[config.mk]
export PLATFORM = sky130hd
export DESIGN_NAME = rce_div
export DESIGN_NICKNAME = d
export VERILOG_FILES = /design/src/rce_pkg.sv /design/src/rce_div.sv
export SDC_FILE = /design/constraint.sdc
export NUM_CORES = 1
export LEC_CHECK = 0
export ABC_AREA = 0
export BUFFER_PORTS_ARGS = -buffer_cell sky130_fd_sc_hd__buf_2
export CAP_MARGIN = 30
export CELL_PAD_IN_SITES_DETAIL_PLACEMENT = 1
export CELL_PAD_IN_SITES_GLOBAL_PLACEMENT = 1
export CORE_MARGIN = 2
export CORE_UTILIZATION = 44
export CTS_BUF_LIST = sky130_fd_sc_hd__clkbuf_16
export CTS_CLUSTER_DIAMETER = 40
export DETAILED_ROUTE_END_ITERATION = 6
export HOLD_SLACK_MARGIN = 0.08
export PLACE_DENSITY_LB_ADDON = 0.1
export SLEW_MARGIN = 10
export SYNTH_ARGS = -nofsm -noshare
export SYNTH_HDL_FRONTEND = slang
export SYNTH_SLANG_ARGS = --single-unit
[constraint.sdc]
create_clock -name clk_i -period 3.8 [get_ports clk_i]
set_input_delay 0 -clock clk_i [delete_from_list [all_inputs] [get_ports clk_i]]
set_output_delay 0 -clock clk_i [all_outputs]
set_load 0.02 [all_outputs]
[src/rce_pkg.sv]
// Shared constants, types and codes of the roadmap connection engine.
package rce_pkg;

  localparam int MaxNodesDef = 64;
  localparam int GridRowsDef = 512;
  localparam int GridColsDef = 512;

  localparam int RowOriginCm = 1040;
  localparam int ColOriginCm = 690;
  localparam int CellCm      = 5;
  localparam int FracBits    = 16;

  localparam int LqW   = 29;
  localparam int NumW  = 51;
  localparam int QuoW  = 36;
  localparam int PosW  = 38;
  localparam int BaseW = 13;

  localparam logic [15:0] Div5Mul   = 16'hCCCD;
  localparam int          Div5Shift = 18;

  localparam logic [6:0]  ObstThrRst   = 7'd30;
  localparam logic [10:0] LinkRangeRst = 11'd100;
  localparam logic [6:0]  SampleStepRst = 7'd5;

  typedef enum logic [2:0] {
    ST_ADDED      = 3'd0,
    ST_DUPLICATE  = 3'd1,
    ST_OBSTACLE   = 3'd2,
    ST_UNEXPLORED = 3'd3,
    ST_FULL       = 3'd4,
    ST_OUTSIDE    = 3'd5,
    ST_CELL       = 3'd6
  } status_e;

  typedef enum logic [1:0] {
    CFG_OBST_THR    = 2'd0,
    CFG_LINK_RANGE  = 2'd1,
    CFG_SAMPLE_STEP = 2'd2
  } cfg_idx_e;

endpackage

[src/rce_div.sv]
// Restoring divider, one quotient bit per cycle, with quotient and remainder held.
module rce_div #(
  parameter int NumW = rce_pkg::NumW,
  parameter int DenW = rce_pkg::LqW,
  parameter int QuoW = rce_pkg::QuoW
) (
  input  logic            clk_i,
  input  logic            rst_ni,
  input  logic            start_i,
  input  logic [NumW-1:0] num_i,
  input  logic [DenW-1:0] den_i,
  output logic            done_o,
  output logic [QuoW-1:0] quo_o,
  output logic [DenW-1:0] rem_o
);

  localparam int CntW = $clog2(NumW + 1);

  logic            busy_q;
  logic            done_q;
  logic [CntW-1:0] cnt_q;
  logic [NumW-1:0] num_q;
  logic [DenW-1:0] den_q;
  logic [DenW-1:0] rem_q;
  logic [QuoW-1:0] quo_q;
  logic [DenW:0]   rem_t;
  logic            ge;

  assign rem_t = {rem_q, num_q[NumW-1]};
  assign ge    = rem_t >= {1'b0, den_q};

  always_ff @(posedge clk_i or negedge rst_ni) begin
    if (!rst_ni) begin
      busy_q <= 1'b0;
      done_q <= 1'b0;
      cnt_q  <= '0;
    end else begin
      done_q <= 1'b0;
      if (start_i) begin
        busy_q <= 1'b1;
        cnt_q  <= CntW'(NumW);
      end else if (busy_q) begin
        cnt_q <= cnt_q - CntW'(1);
        if (cnt_q == CntW'(1)) begin
          busy_q <= 1'b0;
          done_q <= 1'b1;
        end
      end
    end
  end

  always_ff @(posedge clk_i) begin
    if (start_i) begin
      num_q <= num_i;
      den_q <= den_i;
      rem_q <= '0;
      quo_q <= '0;
    end else if (busy_q) begin
      num_q <= num_q << 1;
      quo_q <= {quo_q[QuoW-2:0], ge};
      if (ge) begin
        rem_q <= DenW'(rem_t - {1'b0, den_q});
      end else begin
        rem_q <= rem_t[DenW-1:0];
      end
    end
  end

  assign done_o = done_q;
  assign quo_o  = quo_q;
  assign rem_o  = rem_q;

endmodule

# Word-level counts from Yosys, hierarchy flattened
# Cells that the tools add are included.
# totals
reg_bits	153
input_bits	83
output_inout_bits	66
elab_cells	23
# classes
addsub	2
n_lt_le_gt_ge	1
eq_ne	1
muxes	11
n_reduce_logical	1
# op_table
op	n
51-bit two-way mux	2
30-bit by 29-bit >= comparator with 1-bit output	1
29-bit two-way mux	1
29-bit subtractor	1
6-bit two-way mux	2
6-bit by 1-bit == test with 1-bit output (second input constant)	1
1-bit two-way mux	6
6-bit by 1-bit subtractor with 6-bit output (second input constant)	1
2-bit nonzero test	1

# Logic depth before layout (Yosys ltp)
# logic_depth
depth_word	4
ltp_mapped	14
depth_no_buf	12

# Worst setup path after synthesis
# OpenSTA, ideal clock, no wires.
# synth_timing
kind	flip-flop to flip-flop
start	reg num_q[50]
end	reg rem_q[11], in the netlist rem_o[11]
setup_time_ns	0.086
arrival_ns	2.820
required_time_ns	3.714
setup_slack_ns	0.895
stages_incl_launch_ff	15
n_path_buf	2
period_less_slack_ns	2.905
cell_sequence	edfxtp_1 inv_1 ha_1 inv_1 fa_1 a21oi_1 o211ai_1 a31oi_1 o22a_1 o21ai_1 a31o_1 buf_4 buf_6 mux2i_1 a211oi_1
# synth_via
elab_chain_len	2
elab_cells_between_ends	3
classes_between	1 x add/sub; 1 x order compare; 1 x mux
# synth_lines
item	line_no	source
start: declaration	rce_div.sv:22	logic [NumW-1:0] num_q;
start signal: assignment	rce_div.sv:54	num_q <= num_i;
start signal: assignment	rce_div.sv:59	num_q <= num_q << 1;
29-bit subtractor or 30-bit by 29-bit >= comparator with 1-bit output (tied branches)	rce_div.sv:62, rce_div.sv:30	
29-bit two-way mux *	rce_div.sv:61	if (ge) begin
end signal: assignment	rce_div.sv:62	rem_q <= DenW'(rem_t - {1'b0, den_q});
end signal: assignment	rce_div.sv:64	rem_q <= rem_t[DenW-1:0];
end: declaration	rce_div.sv:24	logic [DenW-1:0] rem_q;
# Every way passes the cells marked *; elsewhere a longest branch is shown, timed or not.
# A chain may end at the register's enable or synchronous reset.

# Worst setup path after layout
# layout_timing
start	reg rem_q[16], in the netlist rem_o[16]
end	reg rem_q[8], in the netlist rem_o[8]
# layout_via
elab_chain_len	2
# layout_lines
item	line_no	source
30-bit by 29-bit >= comparator with 1-bit output	rce_div.sv:30	assign ge = rem_t >= {1'b0, den_q};
29-bit two-way mux	rce_div.sv:61	
# No other way between the ends.

==> results by group <==
Yosys
  – Mapped Area: 7770 um2
  – Seq/Total Area, Yosys: 50.2%
  – Post-synth EDFFs: 80
  – Synth cell types: 59
  – FF+latch count, synth: 153
  – Synth top area share: 30.9%
  – Syn_nets: 826
  – Synth warnings: 0
  – Avg Cell Area, Syn: 10.9 um2
  – Post-synth top area cell: edfxtp_1
  – Post-synth ARST share: 5.23%
  – Largest cells by area after synthesis: edfxtp_1 (31%), dfxtp_1 (17%), mux2i_1 (7.5%), mux2_2 (7.2%), ha_1 (5.0%)
  – Cell count after synthesis: 711
  – Ys flop type: edfxtp_1

Floorplan
  – Chip height: 137 um
  – Placement row count: 48
  – I/O pin total: 149
  – DIE WIDTH: 137 um
  – Total core area: 17,300 um2
  – Die area: 18,700 um2
  – Initial Util: 45.0%

Cells and area
  – Nets: 1,040
  – Area Overhead vs Synth: 29.7%
  – Area occupied by multi-input gates: 3530 um2
  – Design Area, Final: 10,100 um2
  – Register area: 3910 um2
  – # fillers: 1,881
  – Layout cell share with drive strength beyond 1: 26.7%

STA
  – Fin. Hold Viols: 0
  – Final min period: 3.46 ns
  – Worst-Margin Slew: 0.822 ns
  – TNS Setup: 0 ns
  – Final slew viol count: 0
  – Slew headroom: 45.2%
  – Period utilization: 91.1%
  – Clock skew: 0.0123 ns
  – Unrepaired setup endpoints after global routing: false
  – Fmax: 289 MHz
  – Final number of setup-violating endpoints: 0

Clocking
  – Total clock sinks: 153
  – Clk_lat worst skew: 0.43 ns
  – H-tree levels: 4
  – Reg clk slew, reported paths: 0.07 ns
  – CTS tree: done
  – Cts repair resizes: 0
  – CTS buffer count: 17
  – Clk buf depth: 2
  – Root Driver: clkbuf_16

Critical path
  – CP max stage cell: or4_4
  – Critical R2R Capture: rem_o[8]
  – Startpoint types: flop
  – Maximum single-stage delay on the critical path: 0.57 ns
  – Data arrival time of the worst path: 3.79 ns
  – R2r worst-path depth: 9
  – Buffers and inverters on the worst path: 1
  – Crit path cell chain: ha_1 -> nand4_1 -> or4_4 -> o41ai_2 -> a211o_2 -> a31o_1 -> buf_4 -> mux2i_1 -> a211oi_1
  – CP Data Required Time: 4.13 ns
  – Worst reg2reg path startpoint: rem_o[16]
  – Top cell family by delay on the critical path: compound AO/OA/AOI/OAI gates
  – CP endpoint kind: flop
  – Crit Path Max Fanout: 10
  – Crit Path Category: flop to flop
  – Worst reg2reg setup slack: 0.34 ns

Power
  – Leak: 4.61 nW
  – Clk pwr share: 26.4%
  – P_sw: 2.28 mW
  – Switching share of power: 37.4%
  – Logic pwr share: 38.1%
  – Pwr per Cell Area: 603 nW/um2
  – Sequential Power Share: 35.5%
  – Internal power: 3.80 mW
  – Worst VDD drop: 0.355 mV

Route
  – Number of remaining DRC errors: 2
  – Drt total wl: 21,400 um
  – Vias: 6,247
  – Routed Antenna Nets: 0
  – Average routed wire per standard cell: 18.4 um
  – Initial DRC count: 244
  – Via density: 5.36
  – Drt pass-1 iters: 6

GRT
  – Grt ovf: 0
  – First-pass GRT wire length: 34,300 um
  – Vias in the first global route: 6,668
  – Total GRT Usage: 23.6%
  – Initial antenna violation count: 2
  – Largest net degree at the start of global routing: 81

Min path
  – WHS Endpoint: den_q[6]
  – Worst hold path class: primary input to flop
  – Hold Path Depth: 2
  – HP Start: den_i[6]

Run status
  – Status: finished, violations left
  – Failing checks: DRC

Placement
  – Final RePlAce weighted congestion: 0.825
  – Port bufs: 148
  – Area of placed instances: 8670 um2
  – HPWL Detailed: 13,800 um

Run
  – Max-cap violations: 0
timing repair:
item	4_1_cts	5_1_grt
hold endpoints to repair	90	0
buffers inserted	0	0
hold buffers	83	0
cells in the final DEF (no fill, tap or decap), drive strengths merged, types with 4 or more instances in the layout:
cell / count
inv: 43
a21oi: 34
xnor2: 17
o21ai: 21
nand4: 9
ha: 31
clkinv: 8
mux2: 50
nand2: 38
o21bai: 4
nand3: 4
dfrtp: 8
a311oi: 4
a211oi: 27
mux2i: 58
nor3b: 6
and3: 8
dlygate4sd3: 83
o31ai: 5
nand2b: 7
and2: 4
buf: 157
edfxtp: 80
a21o: 9
clkbuf: 17
nor2: 79
dfxtp: 65
xor2: 11
a31oi: 6
nor3: 6
routing by layer:
layer  vias to the layer above  track usage [%]  wire, um
met2                       147             42.4     11100
met5                         -                0         0
li1                       3009                -         -
met3                        49             6.15       966
met4                         0             9.56       604
met1                      3042             26.4      8710
final cells by class:
type	instances	area share, %
inverter	37	1.38
timing repair buffer	240	16.6
clock inverter	15	1.22
multi-input combinational	476	35.0
sequential	153	38.8
clock buffer	17	4.22
tap	225	2.79
antenna	2	0.0496
power groups by stage:
stage          Sequential, mW  Clock, mW  Combinational (mW)
2_1_floorplan            2.29          0                1.52
3_3_place_gp             2.18          0                2.16
3_5_place_dp             2.19          0                2.22
4_1_cts                  2.16       1.64                2.31
5_1_grt                  2.19       1.71                2.53
6_report                 2.16       1.61                2.32
through the flow:
step,hold slack (ns),setup slack (ns),utilization [%],instances,power [mW]
2_1_floorplan,-0.296,0.895,-,711,3.80
3_3_place_gp,-0.152,0.520,50.0,1046,4.34
3_5_place_dp,-0.143,0.328,50.1,1047,4.41
4_1_cts,0.257,0.299,58.1,1162,6.10
5_1_grt,0.265,0.117,58.3,1165,6.43
6_report,0.271,0.340,58.3,1165,6.08
worst max path at each step:
stage / startpoint / endpoint / slack [ns] / cells after the start
global route: rem_o[16] / rem_o[8] / 0.12 / 9
CTS: rem_o[16] / rem_o[5] / 0.30 / 9
floorplan: num_q[50] / rem_o[11] / 0.89 / 14
detailed placement: den_q[13] / rem_o[5] / 0.33 / 10
finish: rem_o[16] / rem_o[8] / 0.34 / 9
global placement: rem_o[16] / rem_o[7] / 0.52 / 9
synth_stat cells, types with 3 or more instances:
master	number
a311oi_1	3
nand2b_1	7
a21o_1	9
clkbuf_1	27
mux2_2	50
o21ai_1	5
dfxtp_1	65
buf_2	10
edfxtp_1	80
nor3b_1	6
o21bai_1	4
xor2_1	11
ha_1	31
a211oi_1	27
nor3_1	6
nand2_1	38
and3_1	8
o31ai_1	5
xnor2_1	17
and2_1	4
nand3_1	4
a21oi_1	34
o211ai_1	3
o21ai_0	16
buf_1	3
nor2_1	79
a31oi_1	6
nand4b_1	3
o221a_2	3
nand4_1	8
o21a_1	3
dfrtp_1	8
inv_1	37
mux2i_1	58
logic make-up (layout without fill, tap and decap cells):
| kind of cell | count (synthesis) | after routing | synth area share (%) |
|---|---|---|---|
| AO/OA/AOI/OAI | 130 | 130 | 11.2 |
| AND/OR/NAND/NOR | 178 | 178 | 11.0 |
| XOR/XNOR | 28 | 28 | 3.15 |
| multiplexers | 108 | 108 | 14.7 |
| adder cells (fa/ha/maj) | 32 | 32 | 5.25 |
| buffers and inverters | 82 | 309 | 4.43 |
| other | 0 | 2 | 0 |
| flip-flops | 153 | 153 | 50.2 |
state kept, by name (all words and copies together), names as in the netlist:
signal / flops
busy_q: 1
cnt_q: 6
den_q: 29
done_o: 1
num_q: 51
quo_o: 36
rem_o: 29
Power figures use the tool's default switching activity.
