===== src/rce_pkg.sv =====
// Shared constants, types and codes of the roadmap connection engine.
package rce_pkg;

  localparam int MaxNodesDef = 64;
  localparam int GridRowsDef = 512;
  localparam int GridColsDef = 512;

  localparam int RowOriginCm = 1040;
  localparam int ColOriginCm = 690;
  localparam int CellCm      = 5;
  localparam int FracBits    = 16;

  localparam int LqW   = 29;
  localparam int NumW  = 51;
  localparam int QuoW  = 36;
  localparam int PosW  = 38;
  localparam int BaseW = 13;

  localparam logic [15:0] Div5Mul   = 16'hCCCD;
  localparam int          Div5Shift = 18;

  localparam logic [6:0]  ObstThrRst   = 7'd30;
  localparam logic [10:0] LinkRangeRst = 11'd100;
  localparam logic [6:0]  SampleStepRst = 7'd5;

  typedef enum logic [2:0] {
    ST_ADDED      = 3'd0,
    ST_DUPLICATE  = 3'd1,
    ST_OBSTACLE   = 3'd2,
    ST_UNEXPLORED = 3'd3,
    ST_FULL       = 3'd4,
    ST_OUTSIDE    = 3'd5,
    ST_CELL       = 3'd6
  } status_e;

  typedef enum logic [1:0] {
    CFG_OBST_THR    = 2'd0,
    CFG_LINK_RANGE  = 2'd1,
    CFG_SAMPLE_STEP = 2'd2
  } cfg_idx_e;

endpackage


===== src/rce_isqrt.sv =====
// Iterative integer square root, one result bit per cycle.
module rce_isqrt #(
  parameter int RootW = rce_pkg::LqW
) (
  input  logic                 clk_i,
  input  logic                 rst_ni,
  input  logic                 start_i,
  input  logic [2*RootW-1:0]   radicand_i,
  output logic                 done_o,
  output logic [RootW-1:0]     root_o
);

  localparam int CntW = $clog2(RootW + 1);

  logic               busy_q;
  logic               done_q;
  logic [CntW-1:0]    cnt_q;
  logic [2*RootW-1:0] rad_q;
  logic [RootW+1:0]   rem_q;
  logic [RootW-1:0]   root_q;
  logic [RootW+3:0]   rem_t;
  logic [RootW+3:0]   trial;
  logic               ge;

  assign rem_t = {rem_q, rad_q[2*RootW-1 -: 2]};
  assign trial = {2'b00, root_q, 2'b01};
  assign ge    = rem_t >= trial;

  always_ff @(posedge clk_i or negedge rst_ni) begin
    if (!rst_ni) begin
      busy_q <= 1'b0;
      done_q <= 1'b0;
      cnt_q  <= '0;
    end else begin
      done_q <= 1'b0;
      if (start_i) begin
        busy_q <= 1'b1;
        cnt_q  <= CntW'(RootW);
      end else if (busy_q) begin
        cnt_q <= cnt_q - CntW'(1);
        if (cnt_q == CntW'(1)) begin
          busy_q <= 1'b0;
          done_q <= 1'b1;
        end
      end
    end
  end

  always_ff @(posedge clk_i) begin
    if (start_i) begin
      rad_q  <= radicand_i;
      rem_q  <= '0;
      root_q <= '0;
    end else if (busy_q) begin
      rad_q <= rad_q << 2;
      if (ge) begin
        rem_q  <= (RootW+2)'(rem_t - trial);
        root_q <= {root_q[RootW-2:0], 1'b1};
      end else begin
        rem_q  <= rem_t[RootW+1:0];
        root_q <= {root_q[RootW-2:0], 1'b0};
      end
    end
  end

  assign done_o = done_q;
  assign root_o = root_q;

endmodule


===== config.mk =====
export PLATFORM = sky130hd
export DESIGN_NAME = rce_isqrt
export DESIGN_NICKNAME = d
export VERILOG_FILES = /design/src/rce_pkg.sv /design/src/rce_isqrt.sv
export SDC_FILE = /design/constraint.sdc
export NUM_CORES = 1
export LEC_CHECK = 0
export BUFFER_PORTS_ARGS = -buffer_cell sky130_fd_sc_hd__buf_2
export CELL_PAD_IN_SITES_DETAIL_PLACEMENT = 0
export CELL_PAD_IN_SITES_GLOBAL_PLACEMENT = 1
export CORE_MARGIN = 10
export CORE_UTILIZATION = 49
export DETAILED_ROUTE_END_ITERATION = 10
export GPL_ROUTABILITY_DRIVEN = 0
export GPL_TIMING_DRIVEN = 0
export PLACE_DENSITY_LB_ADDON = 0.12
export SLEW_MARGIN = 20
export SYNTH_ARGS = -nofsm -noshare
export SYNTH_HDL_FRONTEND = slang
export SYNTH_SLANG_ARGS = --single-unit

===== constraint.sdc =====
create_clock -name clk_i -period 6.8 [get_ports clk_i]
set_input_delay 1.02 -clock clk_i [delete_from_list [all_inputs] [get_ports clk_i]]
set_output_delay 1.02 -clock clk_i [all_outputs]
set_load 0.01 [all_outputs]

### Yosys cells after proc, flatten, opt, wreduce, memory -nomap -nowiden

Index checks and enable logic that the tools add are counted.

* register bits: 125
* bits of input ports: 61
* logic and storage cells: 23
* output and inout port bits: 30

* equality and inequality tests: 1
* reduce and logical (&&, ||, !) cells: 1
* magnitude comparators: 1
* muxes and demuxes: 12
* $add $sub $neg: 2

Operator list (number)
* $mux 58: 2
* $ge 33x31->1: 1
* $mux 31: 1
* $sub 31x31->31: 1
* $mux 5: 2
* $mux 1: 7
* $eq 5x1->1 const B: 1
* $sub 5x1->5 const B: 1
* $reduce_bool 2->1: 1

### Logic depth before layout (Yosys ltp)

Gate-level depths: netlist of the first run.

* depth after elaboration: 4
* gate-level depth with buffers: 12
* gate-level depth less buffers: 10

### Worst setup path before layout of the first run

Ideal clock, no wire load.

* path kind: input-to-reg
* start: in start_i
* end: reg rad_q[0], enable pin
* path slack: 3.824 ns
* path buffers: 1
* required time: 6.388 ns
* arrival time: 2.564 ns
* stages: 3
* cells stage by stage: clkbuf_1 > nor2_1 > inv_1

* word-level cells in the longest chain between the ends: 1

RTL lines
* start, declared: RTL line rce_isqrt.sv:7 `input logic start_i,`
* $reduce_bool 2->1 (no line)
* end signal, assigned: RTL line rce_isqrt.sv:51 `rad_q <= radicand_i;`
* end signal, assigned: RTL line rce_isqrt.sv:55 `rad_q <= rad_q << 2;`
* end, declared: RTL line rce_isqrt.sv:18 `logic [2*RootW-1:0] rad_q;`

No other way between the ends.
A chain may end at the register's enable or synchronous reset.

### Final worst setup path of the first run

* start: reg root_q[8] (netlist: root_o[8])
* end: reg rem_q[4]

* word-level cells in the longest chain between the ends: 2

RTL lines
* start, declared: RTL line rce_isqrt.sv:20 `logic [RootW-1:0] root_q;`
* start signal, assigned: RTL line rce_isqrt.sv:58 `root_q <= {root_q[RootW-2:0], 1'b1};`
* start signal, assigned: RTL line rce_isqrt.sv:61 `root_q <= {root_q[RootW-2:0], 1'b0};`
* $ge 33x31->1: RTL line rce_isqrt.sv:27 `assign ge = rem_t >= trial;`
* $mux 31: RTL line rce_isqrt.sv:56 `if (ge) begin`
* end signal, assigned: RTL line rce_isqrt.sv:57 `rem_q <= (RootW+2)'(rem_t - trial);`
* end signal, assigned: RTL line rce_isqrt.sv:60 `rem_q <= rem_t[RootW+1:0];`
* end, declared: RTL line rce_isqrt.sv:19 `logic [RootW+1:0] rem_q;`

No other way between the ends.

==> results of run 1 <==
## metal layers
| layer | global-route usage [%] | vias up | part of all wire, % |
|---|---|---|---|
| met5 | 0 | - | 0 |
| met2 | 31.1 | 173 | 48 |
| met1 | 23.0 | 2753 | 42 |
| met3 | 6.94 | 22 | 7.8 |
| li1 | - | 2777 | - |
| met4 | 5.82 | 0 | 1.4 |
## cell families after synthesis
kind of cell | after synthesis
xor gates and xnor gates | 24
adders and majority gates | 33
DFF | 125
muxes | 84
AOI/OAI and AO/OA | 159
and+or+nand+nor | 183
buffers and inverters | 83
## Yosys cell counts, drive strengths merged (2+ instances only)
cell type  count  area share, %
o211a          3           0.54
a21o          13            1.4
o31ai          5           0.54
edfxtp        58             25
o21a           4           0.43
nand3         26            1.9
xor2           8            1.0
or3            5           0.52
nor2          67            3.6
nor4           3           0.27
nand2b         2           0.18
a2111oi        3           0.48
and2           3           0.27
nor2b          4           0.36
ha            33            5.9
a311oi        18            2.3
buf            5           0.47
o21bai         3           0.32
a21oi         31            2.3
nand2         43            2.3
nor3           9           0.79
inv           46            2.5
a211oi         8           0.93
o41ai          2           0.25
dfrtp          7            2.5
xnor2         16            2.0
clkbuf        32            1.7
a221oi         2           0.25
o2111ai        2           0.25
and4           2           0.25
o311ai         3           0.38
a31oi          4           0.36
nand4          7           0.63
mux2i         28            4.0
mux2          56            9.0
dfxtp         60             17
o211ai        14            1.7
and3           7           0.70
o21ai         33            2.4
## path summary, 6_finish.rpt
check | depth (start not counted) | from | end | slack, ps
min reg2reg | 2 | rem_q[16] | rem_q[18] | 510
min in group clk_i | 2 | rem_q[16] | rem_q[18] | 510
max reg2reg | 11 | root_o[8] | rem_q[4] | 3610
max in group asynchronous | 1 | rst_ni | busy_q | 6220
min | 1 | rst_ni | done_o | 420
max | 11 | root_o[8] | rem_q[4] | 3610
## layout make-up
type	instances	area [sq um]	share of cell area (%)
Tap cell	180	225	2.72
Inverter	46	173	2.09
Antenna cell	2	5.00	0.0605
Buffer	37	153	1.84
Multi-Input combinational cell	483	3550	42.9
Clock inverter	14	123	1.48
Clock buffer	17	425	5.14
Sequential cell	125	3120	37.7
Timing Repair Buffer	93	505	6.11
## state kept, by name (all words and copies together) (netlist names)
signal and flops:
rad_q 58, cnt_q 5, busy_q 1, rem_q 31, done_o 1, root_o 29
## power by group through the flow
| stage | registers [mW] | clock network [mW] | logic [mW] |
|---|---|---|---|
| 2_1_floorplan | 0.980 | 0 | 1.32 |
| 3_3_place_gp | 1.01 | 0 | 1.68 |
| 3_5_place_dp | 1.01 | 0 | 1.71 |
| 4_1_cts | 0.995 | 0.863 | 1.73 |
| 5_1_grt | 1.01 | 0.896 | 1.94 |
| 6_report | 0.996 | 0.841 | 1.76 |
## worst reg2reg max path: cells and delay by family, from the launching register on
kind | cells | cell delay [ps]
AO/OA/AOI/OAI | 6 | 1650
buffers and inverters | 2 | 400
AND/OR/NAND/NOR | 2 | 300
adder cells (fa/ha/maj) | 1 | 360
flip-flops | 1 | 370
## metrics by stage
stage	hold WS (ps)	instances	area [sq um]	power (mW)	setup slack [ps]
2_1_floorplan	459	691	6990	2.30	3820
3_3_place_gp	492	961	7670	2.68	2950
3_5_place_dp	500	964	7730	2.72	3720
4_1_cts	411	995	8270	3.59	3670
5_1_grt	422	996	8280	3.84	3450
6_report	423	997	8280	3.60	3610
==> qor.csv, run 1 <==
metric,value,unit
status,"finished, final reports clean",
post-synthesis register bit count,125,
first drt pass iteration count,5,
prevailing post-synth register cell,dfxtp_1,
Post-Syn Nets,785,
crit path max fanout,10,
Sw Ratio,40.6,%
fin util,59.4,%
setup TNS,0,ps
critical path's top delay family,compound AO/OA/AOI/OAI gates,
ANT nets after route,0,
Comb pwr share,49.0,%
vias in the first global route,5758,
Fmax,314,MHz
Buffers & Inverters on Critical Path,2,
Adder-Cell Fraction of Synth Area,5.91,%
Clock Tree Root,clkbuf_16,
post-synthesis xor/xnor area fraction,3.01,%
fillcell total,1208,
"commonest non-fill, non-tap cell in the layout",buf_2,
DRC,0,
setup violators final,0,
most frequent cells in the layout,"92 x buf_2, 67 x nor2_1, 60 x dfxtp_1",
Hold WC Path Type,in -> async,
Reg power frac,27.7,%
mux cell area share after synthesis,13.0,%
Worst-Margin Slew,853,ps
main combinational cell family by area after synthesis,compound AO/OA/AOI/OAI gates,
Hold Fails Final Rpt,0,
crit path launch type,register,
area grow syn2layout,18.4,%
initial core utilization,50.2,%
Netlist cell types,69,
CTS resizes,0,
Leakage,3.54,nW
Rel. slew slack,42.9,%
Syn. warnings,0,
Sink Count,125,
initial antenna violation count,3,
via count,5725,
CTS Buf Count,17,
endpoint class of the critical path,register,
"Critical Path, Cell by Cell",inv_1 > ha_1 > a21oi_1 > o21ai_1 > nor3b_1 > o31ai_1 > a21oi_2 > o211ai_4 > buf_2 > nand3_1 > a311oi_1,
port bufs,90,
Mapped Cells,691,
Clk pwr share,23.3,%
Post-synth EDFFs,58,
Post-Synthesis Cell Area,6990,sq um
TritonCTS clock tree,built,
first-pass GRT wire length,30200,um
PD cells,435,nW/um^2
max-cap violations,0,
Final min period,3190,ps
Psw,1.46,mW
die area,19400,sq um
Avg Vias per Cell,5.74,
sequential area share after synthesis,44.6,%
wire per inst,18.8,um
setup repair after global routing missed its margin,false,
ys async rst share,5.60,%
Int Power,2.14,mW
Synth Area in Simple Gates,12.3,%
clock skew,13.5,ps
Rows,43,
Tcrit/Tclk final,46.9,%
total grt overflow,0,
H-tree depth,4,
share of cells above drive strength 1,24.8,%
largest net degree at the start of global routing,37,
core area,13900,sq um
later-pin clock latency in the skew report,420,ps
Crit-path slowest cell,o31ai_1,
Post-DP HPWL,13700,um
Post-CTS Setup Bufs,0,
WP data required,7110,ps
all-layer global routing usage,19.1,%
max-slew violation count,0,
Clock transition at path regs,60,ps
worst setup path category,reg -> reg,
DRT Wirelength,18800,um
"Largest stage delay, worst path",410,ps
Synth Area in Compound Gates,16.5,%
CTS Hold Bufs,0,
IO Count,91,
drt initial violations,362,
die width,139,um
nets,897,
Die Ht,139,um
Worst Path Arrival,3500,ps
Max rail drop VDD,233,uV
Mapped Avg Cell Area,10.1,sq um
Max Root-Sink Buffers,2,
No activity file was read; power rests on OpenSTA's default activity.
==> inputs of run 2 (changes only) <==
- CORE_UTILIZATION: 49 -> 41
- clock period: 6.8 -> 2.59 ns (I/O delays scaled with it)
==> run 2 against run 1 <==
  * The flow now finishes with violations (setup timing)
  * Sequential power grew to 2.7 times the previous value
  * Critical path depth decreased by 1
  * Sequential share of layout area down 4.7 points
  * Via count up 5.6%
  * Clock skew hardly changed
  * Power rose to 3.4 times the previous value
  * Die area increased by 17%
  * Clock-buffer cell count unchanged
  * Largest power group unchanged
  * Final area rose by 16%
  * Sequential cell count unchanged
  * Final cell count up 9.1%
==> qor.csv, run 2 (synthesis results as in run 1) <==
metric,value,unit,change
status,"finished, violations left",,"was finished, final reports clean"
failing checks,setup timing,,
Tcrit/Tclk final,102,%,was 46.9%
max FFs per register,58,,unchanged
CTS Buf Count,17,,unchanged
IO Count,91,,unchanged
Post-DP HPWL,14300,um,was 13700 um
most frequent cells in the layout,"91 x buf_2, 62 x nor2_1, 58 x edfxtp_1",,"was 92 x buf_2, 67 x nor2_1, 60 x dfxtp_1"
max-slew violation count,0,,unchanged
all-layer global routing usage,18.4,%,was 19.1%
die width,151,um,was 139 um
FF/Latch Area,3170,sq um,was 3120 sq um
Hold Fails Final Rpt,0,,unchanged
Largest Register,rad_q,,unchanged
fin util,57.9,%,was 59.4%
Power Total,12.1,mW,was 3.60 mW
later-pin clock latency in the skew report,430,ps,was 420 ps
DRT Wirelength,21000,um,was 18800 um
Leakage,4.00,nW,was 3.54 nW
Comb pwr share,58.0,%,was 49.0%
"Critical Path, Cell by Cell",inv_2 > ha_4 > and3_4 > nand2_4 > o211a_1 > o41a_1 > a2111oi_4 > or3_1 > o211ai_1 > a311oi_2,,was inv_1 > ha_1 > a21oi_1 > o21ai_1 > nor3b_1 > o31ai_1 > a21oi_2 > o211ai_4 > buf_2 > nand3_1 > a311oi_1
"Largest stage delay, worst path",400,ps,was 410 ps
DRC,0,,unchanged
Sink Count,125,,unchanged
Avg Vias per Cell,5.56,,was 5.74
crit path launch type,register,,unchanged
TritonCTS clock tree,built,,unchanged
die area,22700,sq um,was 19400 sq um
Die Ht,151,um,was 139 um
Worst Path Arrival,2990,ps,was 3500 ps
first drt pass iteration count,5,,unchanged
Worst-Margin Slew,923,ps,was 853 ps
ant diodes,0,,was 2
Clock transition at path regs,70,ps,was 60 ps
Max Root-Sink Buffers,2,,unchanged
setup repair after global routing missed its margin,true,,was false
total grt overflow,0,,unchanged
ANT nets after route,0,,unchanged
Clock Tree Root,clkbuf_16,,unchanged
pre-CTS setup slack,-454,ps,was 3720 ps
wire per inst,19.3,um,was 18.8 um
largest net degree at the start of global routing,33,,was 37
initial core utilization,42.0,%,was 50.2%
WP data required,2930,ps,was 7110 ps
vias in the first global route,6214,,was 5758
Non-Filler Instances,1088,,was 997
r2r startpoint,root_o[8],,unchanged
Clk pwr share,19.6,%,was 23.3%
Placed Cells,1003,,was 964
initial antenna violation count,6,,was 3
setup TNS,-122,ps,was 0 ps
setup ws final,-54.7,ps,was 3610 ps
area of the multi-input gates,4310,sq um,was 3550 sq um
drt initial violations,336,,was 362
worst r2r dst,rem_q[27],,was rem_q[4]
core area,16600,sq um,was 13900 sq um
Crit-path slowest cell,o41a_1,,was o31ai_1
port bufs,90,,unchanged
Hold WC Path Type,in -> reg,,was in -> async
fillcell total,1464,,was 1208
worst setup path category,reg -> reg,,unchanged
nets,950,,was 897
reg2reg setup slack,-50,ps,was 3610 ps
Final min period,2640,ps,was 3190 ps
HP Start,radicand_i[1],,
Reg power frac,22.4,%,was 27.7%
via count,6044,,was 5725
Int Power,7.17,mW,was 2.14 mW
setup violators final,6,,was 0
PD cells,1250,nW/um^2,was 435 nW/um^2
H-tree depth,4,,unchanged
first-pass GRT wire length,32700,um,was 30200 um
WHS Path Cells,2,,
Hold EP,rad_q[1],,
max-cap violations,0,,unchanged
"commonest non-fill, non-tap cell in the layout",buf_2,,unchanged
Psw,4.90,mW,was 1.46 mW
Max rail drop VDD,745,uV,was 233 uV
clock skew,13.4,ps,was 13.5 ps
Fmax,378,MHz,was 314 MHz
area grow syn2layout,37.8,%,was 18.4%
crit path max fanout,4,,was 10
Rel. slew slack,38.4,%,was 42.9%
Rows,47,,was 43
share of cells above drive strength 1,45.5,%,was 24.8%
Sw Ratio,40.6,%,about the same
worst reg2reg path depth,10,,was 11
endpoint class of the critical path,register,,unchanged
## run 2: cell types whose count changed in the layout (fill, tap and decap cells not counted), sizes merged, moves of 2 or more
cell | before | now
diode | 2 | 0
inv | 47 | 55
buf | 98 | 153
clkbuf | 49 | 46
clkinv | 9 | 2
## run 2: timing repair
action / CTS / global route
buffers inserted: 44 / 13
pin swaps: 39 / 50
hold buffers: 1 / 0
gates cloned: 0 / 2
endpoints found under the setup margin: 32 / 59
gates resized for setup: 95 / 102
hold endpoints to repair: 7 / 0
## run 2: power groups by stage
stage / clock [mW] / combinational, mW / sequential, mW
after floorplan: 0 / 3.48 / 2.58
after global placement: 0 / 4.47 / 2.65
after detailed placement: 0 / 4.54 / 2.66
after CTS: 2.39 / 5.73 / 2.66
after global routing: 2.49 / 7.50 / 2.73
final: 2.36 / 7.00 / 2.70
## run 2: how the worst max path moves through the flow
stage	start	endpoint	slack [ps]	cells after the start
global placement	root_o[28]	rem_q[28]	-1010	6
detailed placement	root_o[1]	rem_q[14]	-450	11
finish	root_o[8]	rem_q[27]	-50	10
global route	root_o[8]	rem_q[27]	-110	10
floorplan	root_o[1]	rem_q[5]	10	10
CTS	root_o[12]	rem_q[20]	-30	13
## run 2: stage by stage
step	hold slack, ps	cell area (sq um)
3_5_place_dp	233	7770
5_1_grt	232	9630
4_1_cts	236	9090
6_report	243	9630
2_1_floorplan	92.9	7010
3_3_place_gp	229	7730
## run 2: critical path, delay by kind of cell, from the launching register on
| kind | cells | cell delay (ps) |
|---|---|---|
| AOI/OAI and AO/OA | 5 | 1430 |
| and+or+nand+nor | 3 | 450 |
| DFF | 1 | 340 |
| adders and majority gates | 1 | 290 |
| buffers and inverters | 1 | 40 |
## run 2: metal layers
layer / routed length, um / up-vias / GRT usage, %
li1: - / 2881 / -
met1: 8750 / 2916 / 21.6
met2: 10200 / 194 / 30.3
met3: 1630 / 47 / 6.84
met4: 426 / 6 / 6.30
met5: 33 / - / 0
## run 2: layout make-up
cell class                 count  share of cell area [%]
multi-input combinational    483                    44.7
sequential                   125                    32.9
timing repair buffer         151                    10.2
clock buffer                  17                    4.42
tap                          220                    2.86
inverter                      46                    1.79
buffer                        32                    1.60
clock inverter                14                    1.52
==> inputs of run 3 (changes only) <==
- CORE_UTILIZATION: 41 -> 31
==> run 3 against run 2 <==
  * The flow still finishes with violations (setup timing)
  * Sequential cell count unchanged
  * Non-clock buffer count rose by 4
  * Clock power barely moved
  * Sequential power about the same
  * Core utilization down 14 points
  * Largest power group unchanged
==> qor.csv, run 3 (synthesis results as in run 1) <==
metric,value,unit,change
status,"finished, violations left",,unchanged
failing checks,setup timing,,unchanged
Fmax,377,MHz,was 378 MHz
Power Total,12.2,mW,was 12.1 mW
die area,29000,sq um,was 22700 sq um
Post-DP HPWL,15300,um,was 14300 um
Worst-Margin Slew,961,ps,was 923 ps
crit path launch type,register,,unchanged
PD cells,1250,nW/um^2,about the same
share of cells above drive strength 1,43.8,%,was 45.5%
Rel. slew slack,35.7,%,was 38.4%
Leakage,3.99,nW,was 4.00 nW
DRT Wirelength,22500,um,was 21000 um
ANT nets after route,0,,unchanged
IO Count,91,,unchanged
Largest Register,rad_q,,unchanged
max-slew violation count,0,,unchanged
"commonest non-fill, non-tap cell in the layout",buf_2,,unchanged
most frequent cells in the layout,"93 x buf_2, 64 x nor2_1, 58 x edfxtp_1",,"was 91 x buf_2, 62 x nor2_1, 58 x edfxtp_1"
Clock transition at path regs,70,ps,about the same
Rows,54,,was 47
Die Ht,170,um,was 151 um
area grow syn2layout,39.2,%,was 37.8%
endpoint class of the critical path,register,,unchanged
Non-Filler Instances,1155,,was 1088
largest net degree at the start of global routing,59,,was 33
Sink Count,125,,unchanged
WHS Path Cells,2,,unchanged
initial antenna violation count,3,,was 6
all-layer global routing usage,15.3,%,was 18.4%
drt initial violations,243,,was 336
first-pass GRT wire length,34900,um,was 32700 um
DRC,0,,unchanged
setup violators final,13,,was 6
Hold WC Path Type,in -> reg,,unchanged
worst setup path category,reg -> reg,,unchanged
CTS Buf Count,17,,unchanged
Max rail drop VDD,447,uV,was 745 uV
vias in the first global route,6258,,was 6214
total grt overflow,0,,unchanged
H-tree depth,4,,unchanged
max-cap violations,0,,unchanged
setup TNS,-415,ps,was -122 ps
pre-CTS setup slack,-659,ps,was -454 ps
setup repair after global routing missed its margin,true,,unchanged
Fin Hold WS,242,ps,was 243 ps
Tcrit/Tclk final,103,%,was 102%
Worst Path Arrival,3000,ps,was 2990 ps
worst reg2reg path depth,10,,unchanged
setup ws final,-64.8,ps,was -54.7 ps
die width,170,um,was 151 um
clock skew,13.9,ps,was 13.4 ps
Hold Fails Final Rpt,0,,unchanged
Clock Tree Root,clkbuf_16,,unchanged
via count,6053,,was 6044
crit path max fanout,4,,unchanged
core area,22000,sq um,was 16600 sq um
Placed Cells,1062,,was 1003
port bufs,90,,unchanged
later-pin clock latency in the skew report,430,ps,about the same
Avg Vias per Cell,5.24,,was 5.56
max FFs per register,58,,unchanged
TritonCTS clock tree,built,,unchanged
Final min period,2650,ps,was 2640 ps
Max Root-Sink Buffers,2,,unchanged
nets,955,,was 950
WP data required,2930,ps,about the same
wire per inst,19.5,um,was 19.3 um
first drt pass iteration count,5,,unchanged
initial core utilization,31.7,%,was 42.0%
==> run 3: cell type report <==
cell class	count	area, sq um
clock inverter	15	148
buffer	33	175
clock buffer	17	425
multi-input combinational	484	4290
inverter	46	175
fill	2144	12300
timing repair buffer	154	1010
tap	280	350
antenna	1	2.50
sequential	125	3160
==> run 3: final timing paths <==
path                          startpoint        end  slack, ps
setup / recovery               root_o[8]  rem_q[27]        -60
hold / removal             radicand_i[0]   rad_q[0]        240
setup reg to reg               root_o[8]  rem_q[27]        -60
hold reg to reg                rem_q[15]  rem_q[17]        520
max in group asynchronous         rst_ni     busy_q       2100
min in group asynchronous         rst_ni     done_o        330
==> run 3: routing by layer <==
layer | vias up | routed length, um | track usage, %
met5 | - | 7 | 0
met4 | 2 | 330 | 4.65
met3 | 26 | 1450 | 4.72
met2 | 150 | 10800 | 25.4
met1 | 2972 | 9850 | 18.8
li1 | 2903 | - | -
==> run 3: report_power, final <==
group | internal [mW] | switching [mW] | total [mW]
clock | 1.28 | 1.10 | 2.38
combinational | 3.41 | 3.66 | 7.08
sequential | 2.42 | 0.318 | 2.73
total | 7.11 | 5.07 | 12.2
==> run 3: per-stage QoR <==
| step | instance area (sq um) | utilization (%) |
|---|---|---|
| after CTS | 9390 | 42.6 |
| after detailed placement | 7820 | 35.5 |
| after global placement | 7810 | 35.5 |
| after floorplan | 7010 | - |
| after global routing | 9730 | 44.2 |
| final | 9730 | 44.2 |
==> run 3: critical path, cell delays in order (launching register included) <==
cell,delay [ps]
dfxtp_2,320
inv_1,60
ha_4,290
and3_4,220
nand2_4,50
o211a_1,250
o41a_1,430
a2111oi_4,360
or3_1,170
o211ai_1,130
a311oi_2,280
==> run 3: repair_timing <==
action                                  4_1_cts  5_1_grt
endpoints found under the setup margin       32       90
hold buffers                                  1        0
gates cloned                                  3        0
buffers inserted                             54        6
gates resized for setup                     125       56
pin swaps                                    50       36
endpoints found under the hold margin         7        0
